==> src/hw/rtl/assert_macros.svh <==
// Assertion macros used by the send-window top level.
`ifndef ASSERT_MACROS_SVH
`define ASSERT_MACROS_SVH
`ifndef SYNTHESIS
`define ASSERT_AT(lbl, clk, rst_n, prop) \
	lbl: assert property (@(posedge clk) disable iff (!(rst_n)) (prop)) \
		else $error("assertion failed");
`define ASSERT_NEVER(lbl, clk, rst_n, cond) \
	lbl: assert property (@(posedge clk) disable iff (!(rst_n)) !(cond)) \
		else $error("forbidden condition seen");
`else
`define ASSERT_AT(lbl, clk, rst_n, prop)
`define ASSERT_NEVER(lbl, clk, rst_n, cond)
`endif
`endif

==> src/hw/rtl/srsw_pkg.sv <==
// Constants and types of the selective-repeat send window.
package srsw_pkg;

	localparam int WIN_SLOTS = 8;
	localparam int PKT_BYTES = 512;

	localparam int FS_W   = 32;
	localparam int IDX_W  = 24;
	localparam int CNT_W  = IDX_W + 1;
	localparam int PAY_W  = 10;
	localparam int PKT_W  = $clog2(PKT_BYTES + 1);
	localparam int OFF_W  = (CNT_W + PKT_W > FS_W + 1) ? CNT_W + PKT_W : FS_W + 1;
	localparam int SLOT_W = (WIN_SLOTS > 1) ? $clog2(WIN_SLOTS) : 1;

	localparam logic [CNT_W-1:0] IDX_LIMIT = CNT_W'(1) << IDX_W;

	localparam logic [1:0] ST_FREE  = 2'd0;
	localparam logic [1:0] ST_SENT  = 2'd1;
	localparam logic [1:0] ST_ACKED = 2'd2;

	localparam logic CMD_SEND = 1'b0;
	localparam logic CMD_ACK  = 1'b1;

	localparam logic KIND_DESC = 1'b0;
	localparam logic KIND_ACK  = 1'b1;

	typedef struct packed {
		logic [PAY_W-1:0] payload;
		logic             is_final;
	} desc_t;

endpackage

==> src/hw/rtl/selective_repeat_send_window.sv <==
// Top level of the selective-repeat send window: sequencer and slot state.
//
// Command channel: an item (cmd, ack_offset) is taken when start is high and
// busy is low. busy stays high until the item's last result has been issued.
// Results: each result sits on the output ports for one cycle with strobe
// high; the receiver cannot stall, so nothing is held back.
// Config: cfg_data is written to file_size when cfg_valid is high; cfg_ready
// is always high. Write it only while busy is low.
// Send pass: the idle state loads the walk (slot, index, offset, emit mask),
// then S_SEND walks the window slots in order up to the last slot that
// emits a descriptor; a pass that emits nothing stays idle and issues no
// result. The slot walk goes through the descriptor unit.
// Ack: the idle state captures the packet number, S_ACK checks it and marks
// the slot, S_FIN builds the status result. A slide puts S_SLIDE between
// S_ACK and S_FIN, moving the window one slot at a time.
// Reset: all slots free, window base zero, file_size zero. No clearing pass.
`include "assert_macros.svh"

module selective_repeat_send_window (
	input  logic                          clk,
	input  logic                          arst_n,
	input  logic                          start,
	output logic                          busy,
	input  logic                          cmd,
	input  logic [31:0]                   ack_offset,
	input  logic                          cfg_valid,
	output logic                          cfg_ready,
	input  logic [srsw_pkg::FS_W-1:0]     cfg_data,
	output logic                          strobe,
	output logic                          kind,
	output logic [srsw_pkg::IDX_W-1:0]    packet_index,
	output logic [31:0]                   byte_offset,
	output logic [srsw_pkg::PAY_W-1:0]    payload_bytes,
	output logic                          is_final_packet,
	output logic                          relay_odd,
	output logic                          end_of_run,
	output logic [srsw_pkg::IDX_W-1:0]    window_base,
	output logic                          ack_rejected,
	output logic                          finished
);

	localparam logic [2:0] S_IDLE  = 3'd0;
	localparam logic [2:0] S_SEND  = 3'd1;
	localparam logic [2:0] S_ACK   = 3'd2;
	localparam logic [2:0] S_SLIDE = 3'd3;
	localparam logic [2:0] S_FIN   = 3'd4;

	localparam int W   = srsw_pkg::WIN_SLOTS;
	localparam int CW  = srsw_pkg::CNT_W;
	localparam int OW  = srsw_pkg::OFF_W;
	localparam int SW  = srsw_pkg::SLOT_W;
	localparam int FW  = srsw_pkg::FS_W;
	localparam int IW  = srsw_pkg::IDX_W;

	logic [2:0]    state_q;
	logic [1:0]    status_q [W];
	logic [IW-1:0] ws_q;
	logic [FW-1:0] fs_q;
	logic [CW-1:0] cnt_q;
	logic [CW-1:0] fin_q;

	logic [SW-1:0] slot_q;
	logic [CW-1:0] idx_q;
	logic [OW-1:0] off_q;
	logic [W-1:0]  emit_q;
	logic [FW-1:0] pkt_q;
	logic [CW-1:0] room_q;
	logic          rej_q;

	logic          strobe_q;
	logic          kind_q;
	logic [IW-1:0] pidx_q;
	logic [31:0]   boff_q;
	logic [srsw_pkg::PAY_W-1:0] pay_q;
	logic          final_q;
	logic          odd_q;
	logic          eor_q;
	logic [IW-1:0] base_q;
	logic          arej_q;
	logic          done_q;

	logic [FW:0]   cfg_sum;
	logic [FW:0]   cfg_quo;
	logic [CW-1:0] cfg_cnt;
	logic [CW-1:0] cfg_fin;
	logic [CW-1:0] ws_ext;
	logic [CW-1:0] avail;
	logic [W-1:0]  emit_d;
	logic          last_emit;
	logic          ack_rej;
	logic [SW-1:0] rel;
	logic          all_acked;
	srsw_pkg::desc_t desc;

	srsw_desc u_desc (
		.fs   (fs_q),
		.cnt  (cnt_q),
		.idx  (idx_q),
		.off  (off_q),
		.desc (desc)
	);

	always_comb begin
		cfg_sum = {1'b0, cfg_data} + (FW + 1)'(srsw_pkg::PKT_BYTES - 1);
		cfg_quo = cfg_sum / srsw_pkg::PKT_BYTES;
		cfg_cnt = (cfg_quo > (FW + 1)'(srsw_pkg::IDX_LIMIT)) ? srsw_pkg::IDX_LIMIT
			: cfg_quo[CW-1:0];
		cfg_fin = (cfg_cnt > CW'(W)) ? cfg_cnt - CW'(W) : '0;

		ws_ext = {1'b0, ws_q};
		avail = (cnt_q > ws_ext) ? cnt_q - ws_ext : '0;
		all_acked = 1'b1;
		for (int i = 0; i < W; i++) begin
			emit_d[i] = (status_q[i] == srsw_pkg::ST_FREE) && (CW'(i) < avail);
			if ((CW'(i) < avail) && (status_q[i] != srsw_pkg::ST_ACKED))
				all_acked = 1'b0;
		end
		last_emit = (emit_q & ~(W'(1) << slot_q)) == '0;

		ack_rej = (pkt_q < FW'(ws_q)) || (pkt_q >= FW'(ws_ext + CW'(W)))
			|| (pkt_q >= FW'(cnt_q));
		rel = pkt_q[SW-1:0] - ws_q[SW-1:0];
	end

	always_ff @(posedge clk or negedge arst_n) begin
		if (!arst_n) begin
			state_q <= S_IDLE;
			for (int i = 0; i < W; i++)
				status_q[i] <= srsw_pkg::ST_FREE;
			ws_q <= '0;
			fs_q <= '0;
			cnt_q <= '0;
			fin_q <= '0;
			strobe_q <= 1'b0;
		end else begin
			strobe_q <= 1'b0;
			if (cfg_valid) begin
				fs_q <= cfg_data;
				cnt_q <= cfg_cnt;
				fin_q <= cfg_fin;
			end
			case (state_q)
				S_IDLE: begin
					if (start) begin
						if (cmd == srsw_pkg::CMD_SEND) begin
							slot_q <= '0;
							idx_q <= ws_ext;
							off_q <= OW'(ws_q) * OW'(srsw_pkg::PKT_BYTES);
							emit_q <= emit_d;
							state_q <= (emit_d != '0) ? S_SEND : S_IDLE;
						end else begin
							pkt_q <= ack_offset / srsw_pkg::PKT_BYTES;
							state_q <= S_ACK;
						end
					end
				end
				S_SEND: begin
					if (emit_q[slot_q]) begin
						strobe_q <= 1'b1;
						kind_q <= srsw_pkg::KIND_DESC;
						pidx_q <= idx_q[IW-1:0];
						boff_q <= off_q[31:0];
						pay_q <= desc.payload;
						final_q <= desc.is_final;
						odd_q <= idx_q[0];
						eor_q <= last_emit;
						base_q <= ws_q;
						arej_q <= 1'b0;
						done_q <= 1'b0;
						status_q[slot_q] <= srsw_pkg::ST_SENT;
						emit_q[slot_q] <= 1'b0;
					end
					if (last_emit) begin
						state_q <= S_IDLE;
					end else begin
						slot_q <= slot_q + SW'(1);
						idx_q <= idx_q + CW'(1);
						off_q <= off_q + OW'(srsw_pkg::PKT_BYTES);
					end
				end
				S_ACK: begin
					rej_q <= ack_rej;
					state_q <= S_FIN;
					if (!ack_rej) begin
						status_q[rel] <= srsw_pkg::ST_ACKED;
						if ((pkt_q == FW'(ws_q)) && (ws_ext < fin_q)) begin
							room_q <= fin_q - ws_ext;
							state_q <= S_SLIDE;
						end
					end
				end
				S_SLIDE: begin
					if ((status_q[0] == srsw_pkg::ST_ACKED) && (room_q != '0)) begin
						for (int i = 0; i < W - 1; i++)
							status_q[i] <= status_q[i+1];
						status_q[W-1] <= srsw_pkg::ST_FREE;
						ws_q <= ws_q + IW'(1);
						room_q <= room_q - CW'(1);
					end else begin
						state_q <= S_FIN;
					end
				end
				S_FIN: begin
					strobe_q <= 1'b1;
					kind_q <= srsw_pkg::KIND_ACK;
					pidx_q <= '0;
					boff_q <= '0;
					pay_q <= '0;
					final_q <= 1'b0;
					odd_q <= 1'b0;
					eor_q <= 1'b1;
					base_q <= ws_q;
					arej_q <= rej_q;
					done_q <= (ws_ext == fin_q) && all_acked;
					state_q <= S_IDLE;
				end
				default: state_q <= S_IDLE;
			endcase
		end
	end

	assign busy            = state_q != S_IDLE;
	assign cfg_ready       = 1'b1;
	assign strobe          = strobe_q;
	assign kind            = kind_q;
	assign packet_index    = pidx_q;
	assign byte_offset     = boff_q;
	assign payload_bytes   = pay_q;
	assign is_final_packet = final_q;
	assign relay_odd       = odd_q;
	assign end_of_run      = eor_q;
	assign window_base     = base_q;
	assign ack_rejected    = arej_q;
	assign finished        = done_q;

	`ASSERT_AT(a_ack_goes_busy, clk, arst_n, start && !busy && cmd |=> busy)
	`ASSERT_NEVER(a_desc_no_status, clk, arst_n, strobe && !kind && (ack_rejected || finished))
	`ASSERT_AT(a_desc_parity, clk, arst_n, strobe && !kind |-> relay_odd == packet_index[0])
	`ASSERT_AT(a_ack_single, clk, arst_n, strobe && kind |-> end_of_run && !busy)

endmodule

==> src/hw/rtl/srsw_desc.sv <==
// Descriptor unit: payload length and last-packet flag for one packet.
module srsw_desc (
	input  logic [srsw_pkg::FS_W-1:0]  fs,
	input  logic [srsw_pkg::CNT_W-1:0] cnt,
	input  logic [srsw_pkg::CNT_W-1:0] idx,
	input  logic [srsw_pkg::OFF_W-1:0] off,
	output srsw_pkg::desc_t            desc
);

	logic [srsw_pkg::OFF_W-1:0] fs_ext;
	logic [srsw_pkg::OFF_W-1:0] rem;
	logic [srsw_pkg::OFF_W-1:0] pay;

	always_comb begin
		fs_ext = srsw_pkg::OFF_W'(fs);
		rem = (fs_ext > off) ? fs_ext - off : '0;
		pay = (rem < srsw_pkg::OFF_W'(srsw_pkg::PKT_BYTES)) ? rem
			: srsw_pkg::OFF_W'(srsw_pkg::PKT_BYTES);
		desc.payload = pay[srsw_pkg::PAY_W-1:0];
		desc.is_final = (idx + srsw_pkg::CNT_W'(1)) == cnt;
	end

endmodule
==> config.mk <==
export PLATFORM = sky130hd
export DESIGN_NAME = selective_repeat_send_window
export DESIGN_NICKNAME = d
export VERILOG_FILES = /design/src/hw/rtl/srsw_pkg.sv /design/src/hw/rtl/selective_repeat_send_window.sv /design/src/hw/rtl/srsw_desc.sv
export VERILOG_INCLUDE_DIRS = /design/src /design/src/hw/rtl
export SDC_FILE = /design/constraint.sdc
export NUM_CORES = 1
export LEC_CHECK = 0
export BUFFER_PORTS_ARGS = -buffer_cell sky130_fd_sc_hd__buf_2
export CORE_ASPECT_RATIO = 0.75
export CORE_MARGIN = 1
export CORE_UTILIZATION = 40
export DETAILED_ROUTE_END_ITERATION = 6
export PLACE_DENSITY = 0.56
export SLEW_MARGIN = 20
export SYNTH_ARGS = -nofsm -noshare
export SYNTH_HDL_FRONTEND = slang
export SYNTH_SLANG_ARGS = --single-unit
==> constraint.sdc <==
create_clock -name clk -period 12.6 [get_ports clk]
set_clock_uncertainty 0.05 [all_clocks]
set_input_delay 2.52 -clock clk [delete_from_list [all_inputs] [get_ports clk]]
set_output_delay 2.52 -clock clk [all_outputs]
set_load 0.01 [all_outputs]
; Word-level counts from Yosys, hierarchy flattened
; Cells that the tools add are included.
[word_totals]
rom_bits = 0
ramBits = 0
regBits = 342
latchBits = 0
output_inout_bits = 99
n_memories = 0
wordCells = 227
[classes]
n_shift = 1
magnitude_cmp = 23
bitwise = 12
mux = 73
addsub = 12
reduce_logical = 50
n_mul = 0
n_eq_ne = 25
n_div = 0
[ops]
columns = cell, n
row1 = two-way mux 25 bit, 9
row2 = two-way mux 35 bit, 4
row3 = less-than comparator 3 x 25 -> 1 bit (first input constant), 4
row4 = case mux 25 bit (2 select lines), 2
row5 = case mux 24 bit (2 select lines), 2
row6 = case mux 35 bit (2 select lines), 1
row7 = case mux 32 bit (2 select lines), 1
row8 = greater-or-equal comparator 23 x 25 -> 1 bit, 2
row9 = less-than comparator 1 x 25 -> 1 bit (first input constant), 2
row10 = less-than comparator 2 x 25 -> 1 bit (first input constant), 2
row11 = subtractor 25 x 24 -> 25 bit, 2
row12 = two-way mux 16 bit, 3
row13 = two-way mux 24 bit, 2
row14 = case mux 16 bit (3 select lines), 1
row15 = adder 35 x 10 -> 35 bit (second input constant), 1
row16 = greater-than comparator 32 x 35 -> 1 bit, 1
row17 = less-than comparator 35 x 10 -> 1 bit (second input constant), 1
row18 = subtractor 32 x 35 -> 35 bit, 1
row19 = != test 2 bit (second input constant), 17
row20 = adder 32 x 9 -> 33 bit (second input constant), 1
row21 = bitwise AND 8 bit, 4
row22 = two-way mux 32 bit, 1
row23 = NOT 8 bit, 4
row24 = adder 24 x 4 -> 25 bit (second input constant), 1
row25 = 51 further kinds, 127

; Longest topological paths before layout
[depth]
depth_word = 14
ltp_mapped = 19

; By module
; A second synthesis with hierarchy kept.
[unflattened]
hier_cells = 2486
area_unflattened_um2 = 22962.0
[by_module_without_submodules]
columns = module, area_each_um2, cells_per_inst, n_inst
row1 = selective_repeat_send_window, 19810.2, 2009, 1
row2 = srsw_desc, 3151.8, 477, 1

; Worst setup path after synthesis
; Ideal clock, no wire load.
[synth_timing]
path_type = input port to flip-flop
start = input cmd
end = register idx_q[0], enable pin
stages = 3
arrival_ns = 5.471
setup_ns = 0.484
setup_slack_ns = 6.595
n_path_buf = 0
path_cell_list = nand2b_1 -> nand2b_1 -> a21oi_1
[synth_between]
elab_chain_len = 2
[synth_rtl]
columns = element, line
row1 = "start, declared", selective_repeat_send_window.sv:24  ; input logic cmd,
row2 = != test 2 bit (no source line), n/a
row3 = AND reduction 5 bit (no source line), n/a
row4 = "end signal, assigned", selective_repeat_send_window.sv:147  ; idx_q <= ws_ext;
row5 = "end signal, assigned", selective_repeat_send_window.sv:177  ; idx_q <= idx_q + CW'(1);
row6 = "end, declared", selective_repeat_send_window.sv:63  ; logic [CW-1:0] idx_q;
; Every way passes these cells.
; A chain may end at the register's enable or synchronous reset.

; Worst setup path in the final report
[layout_timing]
start = input cfg_data[5] (netlist bit)
end = register fin_q[6]
[layout_between]
elab_chain_len = 5
word_cells_on_any_way = 6
[layout_rtl]
columns = element, line
row1 = "start, declared", selective_repeat_send_window.sv:28  ; input logic [srsw_pkg::FS_W-1:0] cfg_data,
row2 = adder 32 x 9 -> 33 bit *, selective_repeat_send_window.sv:104  ; cfg_sum = {1'b0, cfg_data} + (FW + 1)'(srsw_pkg::PKT_BYTES - 1);
row3 = greater-than comparator 24 x 25 -> 1 bit, selective_repeat_send_window.sv:106  ; cfg_cnt = (cfg_quo > (FW + 1)'(srsw_pkg::IDX_LIMIT)) ? srsw_pkg::IDX_LIMIT
row4 = two-way mux 25 bit *, selective_repeat_send_window.sv:106
row5 = subtractor 25 x 4 -> 25 bit / greater-than comparator 25 x 4 -> 1 bit (equally long branches), selective_repeat_send_window.sv:108  ; cfg_fin = (cfg_cnt > CW'(W)) ? cfg_cnt - CW'(W) : '0;
row6 = two-way mux 25 bit *, selective_repeat_send_window.sv:108
row7 = "end signal, assigned", selective_repeat_send_window.sv:140  ; fin_q <= cfg_fin;
row8 = "end, declared", selective_repeat_send_window.sv:60  ; logic [CW-1:0] fin_q;
; Mark *: on every way between the ends. The rest lies on a longest branch, timed or not.

==> flow_summary.yaml <==
synthesis:
  yosys_warnings: 0
  synthArstFlopShare_pct: 38.8
  synth-seq-cells: 322
  synthFlopType: "edfxtp_1"
  seq_area_frac_synth_pct: 42.0
  syn_inst: 2306
  syn_area_sq_mm: 0.0216
  synth_edf_count: 197
  synth.distinct_cells: 86
  syn_area_per_cell_sq_um: 9.35
run_status:
  status: "complete, no violations"
clock_network:
  root_buffer: "clkbuf_16"
  clk_latency_ns: 0.57
  cts_buffers: 36
  postCtsSetupBuffers: 0
  cts_hold_buffers: 0
  htree_levels: 2
  clk_pin_slew_ns: 0.06
  cts_tree: "yes"
  clock_path_buffers: 3
  clock-sinks: 322
  postCtsResizedCells: 0
grt:
  grt_max_degree: 100
  grt_use_total_pct: 25.3
  first_global_vias: 17000
  grt-ovfl-total: 0
  grt_first_pass_wirelength_microns: 106000
  antenna_found_initial: 6
cells_and_area:
  layout.nets: 2634
  regArea_sq_mm: 0.00904
  syn2layout_area_growth_pct: 11.6
  layout-drive-gt1-share_pct: 11.2
  n_antenna_cell: 0
  n_fill_cell: 5080
  multi_input_area_sq_mm: 0.0116
timing:
  max_freq_ghz: 0.154
  setup_slack_ns: 6.09
  relSlewSlack_pct: 35.9
  finalCritPeriodShare_pct: 51.7
  worst_slew_pin_slew_ns: 0.937
  min_period_ns: 6.51
  finalSetupViolCount: 0
  maxSlewViolCount: 0
  finalSetupTns_ns: 0
  hold_viol_final: 0
  rsz0062_at_grt: "false"
floorplanning:
  initial_core_util_pct: 40.6
  die_h_microns: 203
  die_area_sq_mm: 0.0548
  row_count: 73
  io_pins: 168
  coreArea_sq_mm: 0.0531
  die_x_microns: 270
setup_path:
  startpoint_type: "input port"
  r2r.worst_path.cells: 16
  path_max_fanout: 24
  timing.rr.end: "room_q[20]$_DFFE_PP_"
  worstPathArrival_ns: 6.85
  reg2reg_slack_ns: 7.07
  crit_start: "cfg_data[5]"
  critPathCaptureType: "register"
  critical_path_required_ns: 12.94
  worstSetupEndpoint: "fin_q[6]$_DFFE_PN0P_"
  worstSetupPathType: "input port to register"
  r2r-start: "ws_q[5]$_DFFE_PN0P_"
placement:
  dp.final_hpwl_microns: 54600
  port_buffers: 148
  post-place-ws_ns: 5.59
  gp_congestion: 0.943
power_and_ir_drop:
  finalPower_w: 0.00373
  p_seq_share_pct: 39.8
  p_sw_share_pct: 36.9
  ir_drop_mv: 0.0896
  power.switching_w: 0.00138
  p_leak_nw: 9.34
  internal_power_w: 0.00235
  power_frac_comb_pct: 31.8
  clkPwrFrac_pct: 28.3
  power_density_mw_per_mm2: 155
job:
  maxCapViolCount: 0
worst_hold_path:
  hp-class: "register to register"
routing:
  drt_iter0_drc: 1676
  viasPerCell: 5.75
  via_count: 18100
  wl_microns: 70000
  ant_nets: 0
  firstDrtPassIters: 5
  drc_errors: 0
  wl_per_cell_microns: 22.2
==> worst max-delay path, stage by stage <==
cell	delay (ns)
buf_2	0.10
nor4_1	0.65
a311oi_1	0.40
and2_1	0.31
nand2_1	0.11
xnor2_1	0.17
ha_1	0.29
nand3_1	0.10
o21a_1	0.23
nor2_1	0.37
nand2_1	0.18
o21ai_1	0.14
or4b_1	0.89
nand3_1	0.25
o21ai_0	0.11
==> sequential cells by signal, summed over array words and instances, names as in the netlist <==
signal and cells:
packet_index 24, fin_q 25, ws_q 24, slot_q 3, room_q 25, rej_q 1, state_q 3, off_q 26
emit_q 8, finished 1, kind 1, status_q 16, is_final_packet 1, payload_bytes 10, idx_q 25, ack_rejected 1
fs_q 32, pkt_q 23, end_of_run 1, strobe 1, window_base 24, cnt_q 24, byte_offset 23
==> placed cells by master (no fill, tap or decap), types with 35 or more instances in the layout <==
| cell type | instances |
|---|---|
| dfrtp_1 | 125 |
| o21ai_0 | 134 |
| nand4_1 | 54 |
| buf_2 | 146 |
| ha_1 | 149 |
| nor3_1 | 56 |
| xor2_1 | 66 |
| mux2_2 | 35 |
| inv_1 | 149 |
| nand3_1 | 84 |
| a21o_1 | 35 |
| a21oi_1 | 177 |
| nand2_1 | 143 |
| edfxtp_1 | 197 |
| xnor2_1 | 145 |
| nor2_1 | 243 |
| clkbuf_16 | 37 |
==> cells in the mapped netlist (32+ instances only) <==
cell type,count,area share (%)
a21oi_1,178,4.1
dfrtp_1,125,15
xor2_1,66,2.7
a21o_1,35,1.2
nand4_1,54,1.6
xnor2_1,145,5.9
inv_1,149,2.6
nand2_1,143,2.5
and2_1,32,0.93
clkbuf_1,65,1.1
edfxtp_1,197,27
nor2_1,245,4.3
mux2_2,35,1.8
nor3_1,57,1.3
and3_1,32,0.93
nand3_1,84,2.0
ha_1,149,8.6
o21ai_0,134,3.1
==> power groups by stage <==
stage | Combinational, W | Clock, W | Sequential [W]
after CTS | 0.00117 | 0.00108 | 0.00148
after floorplan | 0.000795 | 0 | 0.00147
after global routing | 0.00131 | 0.00112 | 0.00151
after global placement | 0.00116 | 0 | 0.00150
final | 0.00119 | 0.00106 | 0.00149
after detailed placement | 0.00117 | 0 | 0.00150
==> per-stage QoR <==
| stage | hold WS (ns) | cells | instance area [sq um] | utilization [%] |
|---|---|---|---|---|
| floorplan | 0.373 | 2314 | 21600 | - |
| global placement | 0.450 | 3086 | 22900 | 43.2 |
| detailed placement | 0.457 | 3086 | 22900 | 43.2 |
| CTS | 0.472 | 3152 | 24100 | 45.3 |
| global route | 0.490 | 3152 | 24100 | 45.3 |
| finish | 0.466 | 3152 | 24100 | 45.3 |
==> final cells by class <==
class                      count  share of cell area [%]
multi-input combinational   1741                    48.1
sequential                   322                    37.6
clock buffer                  45                    4.02
tap                          712                    3.70
timing repair buffer         160                    3.51
inverter                     151                    2.36
clock inverter                21                   0.759
==> per-layer routing <==
metal | track usage [%] | vias up | part of all wire, %
met4 | 5.91 | 6 | 2.1
met5 | 0 | - | 0.040
met2 | 34.8 | 648 | 40
li1 | - | 8546 | -
met1 | 39.7 | 8830 | 50
met3 | 5.51 | 82 | 8.3
==> how the worst min path moves through the flow <==
| stage | startpoint | to | slack [ns] | cells after the start |
|---|---|---|---|---|
| 3_5_place_dp | fs_q[18]$_DFFE_PN0P_ | fs_q[18]$_DFFE_PN0P_ | 0.46 | 1 |
| 3_3_place_gp | fs_q[24]$_DFFE_PN0P_ | fs_q[24]$_DFFE_PN0P_ | 0.45 | 1 |
| 5_1_grt | fs_q[18]$_DFFE_PN0P_ | fs_q[18]$_DFFE_PN0P_ | 0.49 | 1 |
| 2_1_floorplan | ws_q[11]$_DFFE_PN0P_ | window_base[11]$_DFFE_PP_ | 0.37 | 0 |
| 4_1_cts | fs_q[18]$_DFFE_PN0P_ | fs_q[18]$_DFFE_PN0P_ | 0.47 | 1 |
| 6_report | fs_q[18]$_DFFE_PN0P_ | fs_q[18]$_DFFE_PN0P_ | 0.47 | 1 |
==> logic make-up (layout without fill, tap and decap cells) <==
family	Yosys count	count (layout)	synth area share (%)
buffers and inverters	251	377	4.70
AO/OA/AOI/OAI	534	534	15.4
XOR/XNOR	211	211	8.57
flip-flops	322	322	42.0
multiplexers	45	45	2.30
other	2	10	0.0348
adder cells (fa/ha/maj)	153	153	9.02
AND/OR/NAND/NOR	788	788	18.0
Power figures use the tool's default switching activity.
